File: src/hdl/bvri_pkg.sv
// shared types, codes and defaults for the bit vector rank engine
// no dependencies; imported by every module of the block except bvri_ram
`default_nettype none

package bvri_pkg;

	// fixed field widths
	localparam int INDEX_W  = 16;
	localparam int COUNT_W  = 17;
	localparam int ACTION_W = 2;
	localparam int STATUS_W = 2;

	// width of the reciprocal used for constant division of an index
	localparam int RECIP_W = 18;

	// command queue depth between front and back
	localparam int FIFO_DEPTH = 2;

	// default geometry
	localparam int MAX_BITS_DEF        = 65536;
	localparam int BLOCK_BITS_DEF      = 8;
	localparam int SUPERBLOCK_BITS_DEF = 256;

	// action codes
	localparam logic [ACTION_W-1:0] ACT_APPEND = 2'd0;
	localparam logic [ACTION_W-1:0] ACT_RANK1  = 2'd1;
	localparam logic [ACTION_W-1:0] ACT_RANK0  = 2'd2;
	localparam logic [ACTION_W-1:0] ACT_CLEAR  = 2'd3;

	// status codes
	localparam logic [STATUS_W-1:0] ST_OK    = 2'd0;
	localparam logic [STATUS_W-1:0] ST_RANGE = 2'd1;
	localparam logic [STATUS_W-1:0] ST_FULL  = 2'd2;

	typedef struct packed {
		logic [ACTION_W-1:0] action;
		logic                bit_value;
		logic [INDEX_W-1:0]  index;
	} bvri_in_t;

	typedef struct packed {
		logic [COUNT_W-1:0]  count;
		logic [STATUS_W-1:0] status;
	} bvri_out_t;

	// queued command: the word plus its block and superblock numbers
	typedef struct packed {
		bvri_in_t           item;
		logic [INDEX_W-1:0] blk_num;
		logic [INDEX_W-1:0] sb_num;
	} bvri_cmd_t;

endpackage

`default_nettype wire

File: src/hdl/bvri_cmd_fifo.sv
// short command queue between the front and back ends
// depends on bvri_pkg
`default_nettype none

module bvri_cmd_fifo (
	input  wire logic                 clk,
	input  wire logic                 arst_n,
	input  wire logic                 push,
	input  wire bvri_pkg::bvri_cmd_t  push_data,
	input  wire logic                 pop,
	output bvri_pkg::bvri_cmd_t       head,
	output logic                      full,
	output logic                      empty
);
	import bvri_pkg::*;

	localparam int PTR_W = (FIFO_DEPTH > 1) ? $clog2(FIFO_DEPTH) : 1;
	localparam int CNT_W = $clog2(FIFO_DEPTH + 1);

	bvri_cmd_t        entries_q [FIFO_DEPTH];
	logic [PTR_W-1:0] wr_ptr_q;
	logic [PTR_W-1:0] rd_ptr_q;
	logic [CNT_W-1:0] cnt_q;

	assign full  = (cnt_q == CNT_W'(FIFO_DEPTH));
	assign empty = (cnt_q == '0);
	assign head  = entries_q[rd_ptr_q];

	// storage
	always_ff @(posedge clk) begin
		if (push) begin
			entries_q[wr_ptr_q] <= push_data;
		end
	end

	// pointers and fill level
	always_ff @(posedge clk or negedge arst_n) begin
		if (!arst_n) begin
			wr_ptr_q <= '0;
			rd_ptr_q <= '0;
			cnt_q    <= '0;
		end else begin
			if (push) begin
				wr_ptr_q <= (wr_ptr_q == PTR_W'(FIFO_DEPTH - 1)) ? '0 : PTR_W'(wr_ptr_q + 1'b1);
			end
			if (pop) begin
				rd_ptr_q <= (rd_ptr_q == PTR_W'(FIFO_DEPTH - 1)) ? '0 : PTR_W'(rd_ptr_q + 1'b1);
			end
			if (push && !pop) begin
				cnt_q <= CNT_W'(cnt_q + 1'b1);
			end else if (pop && !push) begin
				cnt_q <= CNT_W'(cnt_q - 1'b1);
			end
		end
	end

endmodule

`default_nettype wire

File: config.mk
export PLATFORM = sky130hd
export DESIGN_NAME = bvri_cmd_fifo
export DESIGN_NICKNAME = d
export VERILOG_FILES = /design/src/hdl/bvri_pkg.sv /design/src/hdl/bvri_cmd_fifo.sv
export SDC_FILE = /design/constraint.sdc
export NUM_CORES = 1
export LEC_CHECK = 0
export ABC_AREA = 0
export ABC_CLOCK_PERIOD_IN_PS = 7700
export BUFFER_PORTS_ARGS = -buffer_cell sky130_fd_sc_hd__buf_2
export CORE_ASPECT_RATIO = 0.75
export CORE_MARGIN = 3
export CORE_UTILIZATION = 40
export DETAILED_ROUTE_END_ITERATION = 6
export MAX_ROUTING_LAYER = met4
export SYNTH_ARGS = -nofsm -noshare
export SYNTH_HDL_FRONTEND = slang
export SYNTH_SLANG_ARGS = --single-unit
File: constraint.sdc
create_clock -name clk -period 7.7 [get_ports clk]
set_input_delay 0.385 -clock clk [delete_from_list [all_inputs] [get_ports clk]]
set_output_delay 0.385 -clock clk [all_outputs]
set_load 0.02 [all_outputs]
; ---- Word level (Yosys, flattened, before mapping)
; Memories as Yosys holds them, arrays and structs flattened.
; Cells that the tools add are included.
[word_totals]
register_bits = 4
mem_bits_rw = 102
elab_cells = 21
mem_count = 1
[op_classes]
n_addsub = 4
eq_ne = 1
mux = 6
reduce_logical = 6
[mem_list]
columns = memory, depth, width, read_ports, rd_ports_with_merged_regs, wr, line
row1 = entries_q, 2, 51, 1, 0, 1, bvri_cmd_fifo.sv:20  ; bvri_cmd_t entries_q [FIFO_DEPTH];
[ops]
columns = cell, count
row1 = 1-bit 2-to-1 mux, 4
row2 = 2-bit 2-to-1 mux, 2
row3 = "1-bit adder, second input constant", 2
row4 = "2-bit by 1-bit adder with 2-bit output, second input constant", 1
row5 = "2-bit equality test, second input constant", 1
row6 = 1-bit logical AND, 2
row7 = 1-bit zero test, 2
row8 = 2-bit zero test, 1
row9 = 2-bit nonzero test, 1
row10 = "2-bit by 1-bit subtractor with 2-bit output, second input constant", 1

; ---- Depth between registers and ports, before layout
[logic_depth]
ltp_word = 4
mapped_depth = 5
mapped_depth_nobuf = 5

; ---- Worst setup path after synthesis
; No wires, ideal clock.
[synth_path]
kind = register to register
start = reg wr_ptr_q
end = mem entries_q[0][0] (netlist name), enable pin
setup_ns = 0.466
arrival_time_ns = 2.676
required_time_ns = 7.234
path_slack_ns = 4.558
stages_incl_launch_ff = 2
path_buffers = 0
period_less_slack_ns = 3.142
path_cell_list = dfrtp_1 nor2b_1
[synth_lines]
columns = item, line
row1 = "start, declared", bvri_cmd_fifo.sv:21  ; logic [PTR_W-1:0] wr_ptr_q;
row2 = "start signal, assigned", bvri_cmd_fifo.sv:44  ; wr_ptr_q <= (wr_ptr_q == PTR_W'(FIFO_DEPTH - 1)) ? '0 : PTR_W'(wr_ptr_q + 1'b1);
row3 = "end, declared", bvri_cmd_fifo.sv:20
; No word-level cell before the write port.

==> flow_summary.yaml <==
run_status:
  outcome: "finished clean"
place:
  gp_congestion: 0.658
  place_hpwl_mm: 4.48
  port_buffers: 107
  dp_cells: 410
flow_run:
  cap_violations: 0
layout:
  mostFrequentLayoutCells: "107 x buf_2, 102 x edfxtp_1, 49 x mux2_4, 9 x clkbuf_16, 4 x xor2_1"
  nets: 346
  final_common_cell: "buf_2"
  area_delta_synth_final_pct: 22.8
  fillers: 853
  drive_gt1_share_pct: 60.2
  finalNonFillerCells: 428
clock_network:
  cts_htree_levels: 3
  cts_hold_buf: 1
  clock_sinks: 106
  cts_buffers: 9
  clockBufferDepth: 2
  ctsRootBufferMaster: "clkbuf_16"
  post_cts_buffers: 0
  clkLatencyLatePin_ps: 340
  cts_tree: "done"
  clkSlewWorstSetupHoldPaths_ps: 60
  post_cts_resized: 0
global_route:
  gr-total-overflow: 0
  grtUsageMet2_pct: 18.5
  grt_busiest_layer: "met2"
  antenna_found_initial: 1
  grt_pass1_vias: 1992
  grt_pass1_wl_mm: 10.4
  use_met3_pct: 4.70
  grt_max_degree: 53
  grt_use_total_pct: 12.7
  grtUsageMet1_pct: 16.4
critical_path:
  rr_startpoint: "wr_ptr_q"
  startpoint: "rd_ptr_q"
  critPathLaunchType: "flip-flop"
  r2r_cells: 2
  cp_max_fo: 52
  crit_required_ps: 7320
  worstSetupPathType: "reg -> out"
  cp-end-kind: "primary output"
  worst_ep_arrival_time_ps: 2010
power_and_ir_drop:
  switching_share_pct: 30.5
  leakage_nw: 2.05
  pwr-share-comb_pct: 30.9
  ir_worst_vdd_mv: 0.193
  p_int_mw: 1.35
  p_switching_mw: 0.592
  p_seq_share_pct: 45.1
  powerDensity_mw_per_mm2: 383
  clock_power_share_pct: 24.0
timing:
  tightest_slew_ps: 993
  worst_hold_slack_ps: 233
  rsz0062_at_grt: "false"
  period_share_pct: 31.1
  skew_ps: 3.40
  slew_violations: 0
  layout_min_cycle_time_ps: 2400
  relSlewSlack_pct: 33.8
  timing.setup.tns_ps: 0
  final_hold_viol_count: 0
  setup_viol: 0
  fmax_ghz: 0.417
floorplan:
  core_area_mm2: 0.00985
  chipWidth_um: 123
  die_y_um: 93.9
  io_pins: 108
  die_area_mm2: 0.0116
  rows: 31
  initial_core_util_pct: 41.8
route:
  viasPerCell: 4.56
  route.vias.total: 1952
  wl_per_cell_um: 16.0
  dr.pass1.iters: 4
  drcViolationCount: 0
  wirelength_mm: 6.84
  drtIter0Drc: 124
  drtAntennaViolNets: 0
synth:
  synth_area_mm2: 0.00412
  netlist.top_cell.by_area: "edfxtp_1"
  yosys_warnings: 0
  avgSynthCellArea_um2: 23.5
  ys_seq_elements: 106
  ys_seq_area_share_pct: 76.8
  syn_inst: 175
  synthTopCellsByArea: "edfxtp_1 74%, mux2_4 18%, buf_12 2.4%"
  synth_top_area_share_pct: 74.4
  syn_nets: 231
  ys_types: 13
hold_path:
  whs_path_depth: 2
  hp-class: "in -> reg"
  hp-start: "pop"
## critical path: stages (launching register included)
cell and delay, ps:
dfrtp_4 1090, mux2_2 410, buf_2 160
## flip-flops by register name, summed over array words and instances (netlist names)
register   flops
cnt_q          2
rd_ptr_q       1
wr_ptr_q       1
entries_q    102
## cell usage after synthesis
library cell and instances:
edfxtp_1 102, mux2_4 49, buf_12 5, dfrtp_1 4
xor2_1 4, mux2_2 2, nor2_1 2, nor2b_1 2
and2_1 1, buf_6 1, ha_1 1, inv_1 1
xnor2_1 1
## power by group through the flow
| stage | registers (mW) | clock network [mW] | logic, mW |
|---|---|---|---|
| 6_report | 0.874 | 0.464 | 0.600 |
| 5_1_grt | 0.894 | 0.501 | 0.638 |
| 4_1_cts | 0.879 | 0.482 | 0.612 |
| 3_5_place_dp | 0.891 | 0 | 0.609 |
| 3_3_place_gp | 0.884 | 0 | 0.606 |
| 2_1_floorplan | 0.809 | 0 | 0.554 |
## kinds of logic (layout without fill, tap and decap cells)
family / after synthesis / in the layout / share of synthesized area [%]
other cells: 0 / 2 / 0
xor+xnor: 5 / 5 / 1.06
buf+inv: 7 / 126 / 2.79
fa+ha+maj: 1 / 1 / 0.304
simple gates: 5 / 5 / 0.638
flops: 106 / 106 / 76.8
mux: 51 / 51 / 18.4
## layout make-up
cell class | count | area (um2) | area share (%)
flip-flops and latches | 106 | 3170 | 62.6
diodes | 2 | 5.00 | 0.0989
clock buffers | 9 | 225 | 4.45
inverters | 1 | 3.75 | 0.0742
clock inverters | 6 | 82.6 | 1.63
repair buffers | 110 | 561 | 11.1
well taps | 132 | 165 | 3.26
multi-input cells | 62 | 850 | 16.8
## stage by stage
step	setup WS (ps)	total power [mW]	instance area, um2	util [%]
after CTS	5260	1.97	5050	51.3
after floorplan	4560	1.36	4120	-
after detailed placement	5640	1.50	4740	48.1
after global placement	5650	1.49	4740	48.1
final	5300	1.94	5060	51.3
after global routing	5200	2.03	5060	51.3
## path summary, 6_finish.rpt
kind	to	slack, ps
max	head[30]	5300
min	rd_ptr_q	230
max reg2reg	entries_q[0][33]	5850
min reg2reg	cnt_q[1]	490
max in group asynchronous	rd_ptr_q	7190
min in group asynchronous	rd_ptr_q	370
## metal layers
layer | share of wire, % | vias to the layer above | wire (um)
met2 | 45 | 79 | 3100
met5 | 0 | - | 0
li1 | - | 918 | -
met4 | 1.3 | 0 | 89
met3 | 8.7 | 12 | 596
met1 | 45 | 943 | 3050
No activity file was read; power rests on OpenSTA's default activity.
